==> src/rhr_pkg.sv <==
package rhr_pkg;

  // Hue circle and fixed-point constants.
  localparam int HUE_RANGE    = 80;
  localparam int HUE_HALF     = HUE_RANGE / 2;
  localparam int SECTOR_WIDTH = 43;
  localparam int INV_43_Q12   = 95;
  localparam int Q12_SHIFT    = 12;
  localparam int HUE_OFS_R    = 0;
  localparam int HUE_OFS_G    = 85;
  localparam int HUE_OFS_B    = 171;
  localparam logic [14:0] RGB_MASK = 15'h7FFF;

  // Which channel holds the maximum; ties favor red, then green.
  typedef enum logic [1:0] {
    MAX_R,
    MAX_G,
    MAX_B
  } max_sel_t;

  // Reciprocals 4096/delta in UQ1.12.
  localparam logic [12:0] RECIP_Q12 [32] = '{
    13'd0,    13'd4096, 13'd2048, 13'd1365, 13'd1024, 13'd819,  13'd683,  13'd585,
    13'd512,  13'd455,  13'd410,  13'd372,  13'd341,  13'd315,  13'd293,  13'd273,
    13'd256,  13'd241,  13'd228,  13'd216,  13'd205,  13'd195,  13'd186,  13'd178,
    13'd171,  13'd164,  13'd158,  13'd152,  13'd146,  13'd141,  13'd137,  13'd132
  };

  // Reciprocal of delta already scaled by the sector width (43 * 4096 / delta).
  function automatic logic [17:0] recip_scaled(input logic [4:0] delta);
    return 18'(SECTOR_WIDTH * RECIP_Q12[delta]);
  endfunction

  // Hue shift floor(seed * 80 / 255) - 40, kept modulo 256.
  // The divide by 255 uses (v + 1 + (v >> 8)) >> 8, exact for these values.
  function automatic logic [7:0] seed_shift(input logic [7:0] seed);
    logic [14:0] prod;
    logic [15:0] sum;
    prod = 15'(seed * HUE_RANGE);
    sum  = 16'(prod) + 16'd1 + 16'(prod >> 8);
    return sum[15:8] - 8'(HUE_HALF);
  endfunction

endpackage

==> src/rgb555_hue_rotate.sv <==
// Hue rotation of one RGB555 palette color per clock. A request is taken at every
// rising edge where start is high; busy is always low, so a new color may follow in
// each cycle. The result appears on out_color_out with out_strobe high for one cycle,
// five cycles after the request edge, and must be captured then: there is no hold-off.
// The latency is set by a five-stage pipeline built around its two multipliers (the
// signed hue product and the x = f * delta product) and the sector divide by 43.
// Writing cfg_data with cfg_we high sets the hue seed; the resulting shift of -40..+40
// is computed at the write, so the seed should only change while no request is in flight.
// Entry 0, black, white and grey colors pass through unchanged; bit 15 is always kept.
module rgb555_hue_rotate (
  input  logic        clk,
  input  logic        rst_n,
  input  logic        start,
  output logic        busy,
  input  logic [3:0]  in_entry_index,
  input  logic [15:0] in_color_in,
  output logic        out_strobe,
  output logic [15:0] out_color_out,
  input  logic        cfg_we,
  input  logic [7:0]  cfg_data
);

  // Configuration: hue shift derived from the seed at write time.
  logic [7:0] hue_shift_r;

  always_ff @(posedge clk) begin
    if (!rst_n) begin
      hue_shift_r <= rhr_pkg::seed_shift(8'd0);
    end else if (cfg_we) begin
      hue_shift_r <= rhr_pkg::seed_shift(cfg_data);
    end
  end

  // The pipeline never stalls.
  assign busy = 1'b0;

  logic accept;
  assign accept = start && !busy;

  // Stage 1: split channels, find max, min, delta and the hue difference.
  logic [4:0]           c_r, c_g, c_b, c_mx, c_mn, c_delta;
  logic                 c_pass;
  rhr_pkg::max_sel_t    c_sel;
  logic signed [5:0]    c_diff;
  logic [7:0]           c_ofs;

  always_comb begin
    c_r = in_color_in[4:0];
    c_g = in_color_in[9:5];
    c_b = in_color_in[14:10];
    c_mx = c_r;
    c_mn = c_r;
    if (c_g > c_mx) c_mx = c_g;
    if (c_g < c_mn) c_mn = c_g;
    if (c_b > c_mx) c_mx = c_b;
    if (c_b < c_mn) c_mn = c_b;
    c_delta = c_mx - c_mn;
    c_pass = (in_entry_index == 4'd0) || (in_color_in == 16'd0) ||
             (in_color_in[14:0] == rhr_pkg::RGB_MASK) || (c_delta == 5'd0);
    if (c_mx == c_r) begin
      c_sel = rhr_pkg::MAX_R;
    end else if (c_mx == c_g) begin
      c_sel = rhr_pkg::MAX_G;
    end else begin
      c_sel = rhr_pkg::MAX_B;
    end
    case (c_sel)
      rhr_pkg::MAX_R: begin
        c_diff = signed'({1'b0, c_g}) - signed'({1'b0, c_b});
        c_ofs  = 8'(rhr_pkg::HUE_OFS_R) + hue_shift_r;
      end
      rhr_pkg::MAX_G: begin
        c_diff = signed'({1'b0, c_b}) - signed'({1'b0, c_r});
        c_ofs  = 8'(rhr_pkg::HUE_OFS_G) + hue_shift_r;
      end
      default: begin
        c_diff = signed'({1'b0, c_r}) - signed'({1'b0, c_g});
        c_ofs  = 8'(rhr_pkg::HUE_OFS_B) + hue_shift_r;
      end
    endcase
  end

  logic              s1_vld_r;
  logic              s1_pass_r;
  logic [15:0]       s1_color_r;
  logic [4:0]        s1_mn_r, s1_delta_r;
  logic [7:0]        s1_ofs_r;
  logic signed [5:0] s1_diff_r;
  logic [17:0]       s1_recip_r;

  always_ff @(posedge clk) begin
    if (!rst_n) begin
      s1_vld_r <= 1'b0;
    end else begin
      s1_vld_r <= accept;
    end
  end

  always_ff @(posedge clk) begin
    s1_pass_r  <= c_pass;
    s1_color_r <= in_color_in;
    s1_mn_r    <= c_mn;
    s1_delta_r <= c_delta;
    s1_ofs_r   <= c_ofs;
    s1_diff_r  <= c_diff;
    s1_recip_r <= rhr_pkg::recip_scaled(c_delta);
  end

  // Stage 2: signed product 43 * recip * diff.
  logic signed [18:0] s1_recip_s;
  logic signed [24:0] c_prod;

  assign s1_recip_s = signed'({1'b0, s1_recip_r});
  assign c_prod     = s1_recip_s * s1_diff_r;

  logic               s2_vld_r;
  logic               s2_pass_r;
  logic [15:0]        s2_color_r;
  logic [4:0]         s2_mn_r, s2_delta_r;
  logic [7:0]         s2_ofs_r;
  logic signed [24:0] s2_prod_r;

  always_ff @(posedge clk) begin
    if (!rst_n) begin
      s2_vld_r <= 1'b0;
    end else begin
      s2_vld_r <= s1_vld_r;
    end
  end

  always_ff @(posedge clk) begin
    s2_pass_r  <= s1_pass_r;
    s2_color_r <= s1_color_r;
    s2_mn_r    <= s1_mn_r;
    s2_delta_r <= s1_delta_r;
    s2_ofs_r   <= s1_ofs_r;
    s2_prod_r  <= c_prod;
  end

  // Stage 3: floor divide by 4096, add offset and shift, find the sector.
  logic signed [24:0] c_floor;
  logic [7:0]         c_hn;
  logic [14:0]        c_sec_prod;
  logic [2:0]         c_sector;

  assign c_floor    = s2_prod_r >>> rhr_pkg::Q12_SHIFT;
  assign c_hn       = c_floor[7:0] + s2_ofs_r;
  assign c_sec_prod = 15'(c_hn * rhr_pkg::INV_43_Q12);
  assign c_sector   = c_sec_prod[14:12];

  logic        s3_vld_r;
  logic        s3_pass_r;
  logic [15:0] s3_color_r;
  logic [4:0]  s3_mn_r, s3_delta_r;
  logic [7:0]  s3_hn_r;
  logic [2:0]  s3_sector_r;

  always_ff @(posedge clk) begin
    if (!rst_n) begin
      s3_vld_r <= 1'b0;
    end else begin
      s3_vld_r <= s2_vld_r;
    end
  end

  always_ff @(posedge clk) begin
    s3_pass_r   <= s2_pass_r;
    s3_color_r  <= s2_color_r;
    s3_mn_r     <= s2_mn_r;
    s3_delta_r  <= s2_delta_r;
    s3_hn_r     <= c_hn;
    s3_sector_r <= c_sector;
  end

  // Stage 4: position within the sector, clamped, then scaled by 95.
  logic [7:0]  c_f_raw;
  logic [5:0]  c_f;
  logic [11:0] c_fs;

  assign c_f_raw = s3_hn_r - 8'(rhr_pkg::SECTOR_WIDTH * s3_sector_r);
  assign c_f     = (c_f_raw > 8'(rhr_pkg::SECTOR_WIDTH)) ? 6'(rhr_pkg::SECTOR_WIDTH)
                                                         : c_f_raw[5:0];
  assign c_fs    = 12'(c_f * rhr_pkg::INV_43_Q12);

  logic        s4_vld_r;
  logic        s4_pass_r;
  logic [15:0] s4_color_r;
  logic [4:0]  s4_mn_r, s4_delta_r;
  logic [2:0]  s4_sector_r;
  logic [11:0] s4_fs_r;

  always_ff @(posedge clk) begin
    if (!rst_n) begin
      s4_vld_r <= 1'b0;
    end else begin
      s4_vld_r <= s3_vld_r;
    end
  end

  always_ff @(posedge clk) begin
    s4_pass_r   <= s3_pass_r;
    s4_color_r  <= s3_color_r;
    s4_mn_r     <= s3_mn_r;
    s4_delta_r  <= s3_delta_r;
    s4_sector_r <= s3_sector_r;
    s4_fs_r     <= c_fs;
  end

  // Stage 5: x = f * delta / 43, six-sector rebuild around the minimum.
  logic [16:0] c_x_prod;
  logic [4:0]  c_x, c_inv, c_r1, c_g1, c_b1;
  logic [15:0] c_out;

  always_comb begin
    c_x_prod = 17'(s4_fs_r * s4_delta_r);
    c_x      = c_x_prod[16:12];
    if (c_x > s4_delta_r) c_x = s4_delta_r;
    c_inv = s4_delta_r - c_x;
    case (s4_sector_r)
      3'd0: begin c_r1 = s4_delta_r; c_g1 = c_x;        c_b1 = 5'd0;       end
      3'd1: begin c_r1 = c_inv;      c_g1 = s4_delta_r; c_b1 = 5'd0;       end
      3'd2: begin c_r1 = 5'd0;       c_g1 = s4_delta_r; c_b1 = c_x;        end
      3'd3: begin c_r1 = 5'd0;       c_g1 = c_inv;      c_b1 = s4_delta_r; end
      3'd4: begin c_r1 = c_x;        c_g1 = 5'd0;       c_b1 = s4_delta_r; end
      default: begin c_r1 = s4_delta_r; c_g1 = 5'd0;    c_b1 = c_inv;      end
    endcase
    if (s4_pass_r) begin
      c_out = s4_color_r;
    end else begin
      c_out = {s4_color_r[15], c_b1 + s4_mn_r, c_g1 + s4_mn_r, c_r1 + s4_mn_r};
    end
  end

  // Output register.
  logic        out_strobe_r;
  logic [15:0] out_color_r;

  always_ff @(posedge clk) begin
    if (!rst_n) begin
      out_strobe_r <= 1'b0;
    end else begin
      out_strobe_r <= s4_vld_r;
    end
  end

  always_ff @(posedge clk) begin
    out_color_r <= c_out;
  end

  assign out_strobe    = out_strobe_r;
  assign out_color_out = out_color_r;

  // Every request yields exactly one result, through registers s1 to s4 and the output register.
  a_latency: assert property (@(posedge clk) disable iff (!rst_n)
    accept |=> ##4 out_strobe)
    else $error("request did not produce a result after five cycles");

  a_no_phantom: assert property (@(posedge clk) disable iff (!rst_n)
    out_strobe |-> $past(start, 5))
    else $error("result strobe without a matching request");

  // Entry zero passes through untouched.
  a_entry_zero: assert property (@(posedge clk) disable iff (!rst_n)
    (out_strobe && $past(in_entry_index, 5) == 4'd0) |->
      out_color_out == $past(in_color_in, 5))
    else $error("entry zero was modified");

  // The flag bit always survives.
  a_flag_kept: assert property (@(posedge clk) disable iff (!rst_n)
    out_strobe |-> out_color_out[15] == $past(in_color_in[15], 5))
    else $error("bit 15 was not preserved");

  // The sector from the divide by 43 never exceeds five.
  a_sector_range: assert property (@(posedge clk) disable iff (!rst_n)
    s3_vld_r |-> s3_sector_r <= 3'd5)
    else $error("hue sector out of range");

endmodule
==> config.mk <==
export PLATFORM = sky130hd
export DESIGN_NAME = rgb555_hue_rotate
export DESIGN_NICKNAME = d
export VERILOG_FILES = /design/src/rhr_pkg.sv /design/src/rgb555_hue_rotate.sv
export SDC_FILE = /design/constraint.sdc
export NUM_CORES = 1
export LEC_CHECK = 0
export ABC_AREA = 0
export BUFFER_PORTS_ARGS = -buffer_cell sky130_fd_sc_hd__buf_2
export CAP_MARGIN = 20
export CORE_MARGIN = 2
export CORE_UTILIZATION = 55
export CTS_BUF_LIST = sky130_fd_sc_hd__clkbuf_8
export CTS_CLUSTER_SIZE = 20
export DETAILED_ROUTE_END_ITERATION = 8
export GPL_TIMING_DRIVEN = 0
export PLACE_DENSITY = 0.71
export SLEW_MARGIN = 20
export SYNTH_ARGS = -nofsm -noshare
export SYNTH_HDL_FRONTEND = slang
export SYNTH_SLANG_ARGS = --single-unit
==> constraint.sdc <==
create_clock -name clk -period 12.5 [get_ports clk]
set_input_delay 0.625 -clock clk [delete_from_list [all_inputs] [get_ports clk]]
set_output_delay 0.625 -clock clk [all_outputs]
set_load 0.01 [all_outputs]
==> results.py <==
metrics = {
    "layout": {
        "drive_above_1_share_pct": 7.157,
        "final_cell_mix": "inv_1 (308), ha_1 (257), dfxtp_1 (211)",
        "antenna-diode-count": 0,
        "areaGrowthSynthToFinish_pct": 8.768,
        "nets": 2376,
        "layout.cells.most_common": "inv_1",
    },
    "synth": {
        "yosysWarningCount": 0,
        "post_synth_instance_area_sq_um": 17340,
        "synthCells": 1846,
        "syn-num-nets": 2290,
        "asyncSetResetFlopFracSynth_pct": 0,
        "synth_enable_flop_cells": 0,
        "yosysUniqueCellTypes": 73,
        "ys_seq_elements": 211,
        "yosys_most_used_dff": "dfxtp_1",
        "synth_seq_area_share_pct": 24.36,
        "syn-mean-instance-area_sq_um": 9.392,
    },
    "clocking": {
        "cts_num_sinks": 211,
        "clkTransAtPathRegs_ns": 0.06,
        "tritoncts": "built",
        "cts_buffer_depth": 3,
        "postCtsSetupRepairBufs": 0,
        "cts-buffers-inserted": 37,
        "clk_root_buffer_cell": "clkbuf_8",
        "clock_insertion_delay_worst_skew_ns": 0.56,
        "post_cts_hold_buffer_count": 0,
        "clock_tree.htree_level_count": 2,
        "post_cts_resize_count": 0,
    },
    "timing": {
        "maxSlewHeadroom_pct": 34.74,
        "setup_viol_count_final": 0,
        "maxSlewViolCount": 0,
        "final.min_clock_period_ns": 10.53,
        "timing_limited_maximum_frequency_mhz": 94.97,
        "whs_ns": 0.2229,
        "tns_ns": 0,
        "rsz0062_at_grt": "no",
        "timing.final.hold_violations": 0,
        "fin_worst_skew_ns": 0.05239,
        "worst_pin_slew_ns": 0.9719,
        "fin_crit_sh_pct": 84.23,
    },
    "place": {
        "port_buffers": 47,
        "place_hpwl_microns": 28760,
        "gp_congestion": 0.9252,
    },
    "global_routing": {
        "grt_use_met2_pct": 38.62,
        "grt_max_degree": 13,
        "grt_first_pass_wirelength_microns": 60230,
        "grt_most_used_layer": "met2",
        "globalRouteOverflowTotal": 0,
        "first_global_vias": 12820,
        "initial_antenna_violation_count": 0,
        "met3_usage_pct": 2.647,
        "met1_usage_pct": 27.80,
        "track_usage_pct": 22.09,
    },
    "setup_path": {
        "setup.reg_to_reg.worst_slack_ns": 3.11,
        "timing.critical_path.buf_inv": 8,
        "cpLargestDelayFamily": "compound AO/OA/AOI/OAI gates",
        "worst-path-max-fanout": 10,
        "cpMaxStageDelayCell": "xnor2_1",
        "cpPeakStageDelay_ns": 0.72,
        "worstSetupEndpointType": "flip-flop",
        "worst-endpoint-required_ns": 12.91,
        "setup.worst_path.start_class": "input pin",
        "startpoint": "in_color_in[7]",
        "crit-reg2reg-launch": "s4_delta_r[2]$_DFF_P_",
        "critical_path_arrival_ns": 10.94,
        "timing.rr.end": "out_color_out[4]$_DFF_P_",
        "ff2ff_path_depth": 37,
        "timing.setup.critical_path_class": "input pin to flip-flop",
    },
    "worst_hold_path": {
        "hp-class": "input pin to flip-flop",
        "worst_hold_startpoint": "in_color_in[15]",
        "hold_depth": 1,
        "worst_hold_path.endpoint": "s1_color_r[15]$_DFF_P_",
    },
    "detailed_routing": {
        "routedWlPerCell_microns": 14.88,
        "post_drt_via_cell_ratio": 5.266,
        "dr_total_vias": 12420,
        "drc": 0,
        "ant_nets": 0,
        "drt-initial-drc-count": 485,
        "drt-pass1-iter-count": 6,
        "finalWirelength_microns": 35090,
    },
    "die": {
        "coreArea_sq_um": 31310,
        "number_of_top_level_design_ports": 50,
        "design.die.area_sq_um": 32960,
        "initial_utilization_pct": 55.37,
        "floorplan.die.width_microns": 181.6,
        "rows": 65,
        "die_y_microns": 181.6,
    },
    "run_status": {
        "status": "completed",
    },
    "job": {
        "cap_viol_max_count": 0,
    },
}
-- stage by stage --
step           area [sq um]  setup slack (ns)  instances  util (%)
2_1_floorplan         17340             3.264       1846         -
3_3_place_gp          18080             1.690       2295     57.73
3_5_place_dp          18080             1.594       2295     57.73
4_1_cts               18860             2.114       2358     60.23
5_1_grt               18860             1.195       2358     60.23
6_report              18860             1.971       2358     60.23
-- area by class of cell --
| cell class | instances | area (sq um) |
|---|---|---|
| Inverter | 302 | 1134 |
| Buffer | 52 | 200.2 |
| Clock buffer | 41 | 564.3 |
| Tap cell | 402 | 503.0 |
| Sequential cell | 211 | 4224 |
| Timing Repair Buffer | 47 | 235.2 |
| Multi-Input combinational cell | 1281 | 11780 |
| Clock inverter | 22 | 217.7 |
| Fill cell | 2655 | 12450 |
-- sequential cells by signal, summed over array words and instances (netlist names), 6 cells and up --
signal	cells
out_color_out	16
s1_diff_r	6
hue_shift_r	8
s3_color_r	16
s1_recip_r	18
s4_fs_r	12
s4_color_r	16
s3_hn_r	8
s2_prod_r	8
s1_color_r	16
s2_color_r	16
s2_ofs_r	8
s1_ofs_r	8
-- layer usage --
| layer | part of all wire [%] | vias up | routed length [microns] |
|---|---|---|---|
| met3 | 3.9 | 86 | 1367 |
| met1 | 44 | 5853 | 15480 |
| li1 | - | 6221 | - |
| met4 | 3.8 | 0 | 1316 |
| met2 | 48 | 258 | 16920 |
| met5 | 0 | - | 0 |
-- cell families after synthesis --
group                      after synthesis  synth area share (%)
AOI/OAI and AO/OA                      294                 11.16
muxes                                   41                 2.497
xor gates and xnor gates               116                 6.098
DFF                                    211                 24.36
and+or+nand+nor                        416                 11.66
other                                    1               0.02163
buffers and inverters                  354                 7.693
adders and majority gates              413                 36.50
-- synth_stat cells (3+ instances only) --
cell	number	share of area [%]
nand2_1	159	3.4
fa_1	155	18
o22ai_1	5	0.18
nor4_1	8	0.29
and2_1	57	2.1
or2_2	7	0.25
xor2_1	35	1.8
o31ai_1	5	0.22
nand2b_1	27	0.97
nand3_1	18	0.52
or3_1	3	0.11
o211ai_1	6	0.26
a32oi_1	3	0.15
ha_1	257	19
a222oi_1	4	0.23
xnor3_1	3	0.39
nor2b_1	19	0.69
inv_1	301	6.5
nand4_1	10	0.36
dfxtp_1	211	24
a21boi_0	4	0.17
and4_1	4	0.20
o21a_1	7	0.30
a22o_1	3	0.15
xnor2_1	78	3.9
buf_1	3	0.065
a22oi_1	9	0.39
o21ai_1	3	0.087
a31oi_1	5	0.18
a21oi_1	88	2.5
nor3_1	20	0.58
and3_1	5	0.18
a211oi_1	8	0.35
mux2i_1	23	1.3
mux2_2	18	1.2
clkbuf_1	47	1.0
o221ai_1	5	0.25
nor2_1	68	1.5
o21bai_1	19	0.82
o21ai_0	52	1.5
a21o_1	38	1.6
-- worst max-delay path by stage --
stage               depth (start not counted)  slack [ns]                     end
detailed placement                         43        1.59  s1_recip_r[17]$_DFF_P_
global route                               43        1.20  s1_recip_r[17]$_DFF_P_
global placement                           43        1.69  s1_recip_r[17]$_DFF_P_
finish                                     43        1.97  s1_recip_r[17]$_DFF_P_
CTS                                        43        2.11  s1_recip_r[17]$_DFF_P_
floorplan                                  43        3.26  s1_recip_r[17]$_DFF_P_
Power is left out: the tool's default activity adds up to more than one toggle a clock period on the data nets, which glitch-free logic cannot reach.
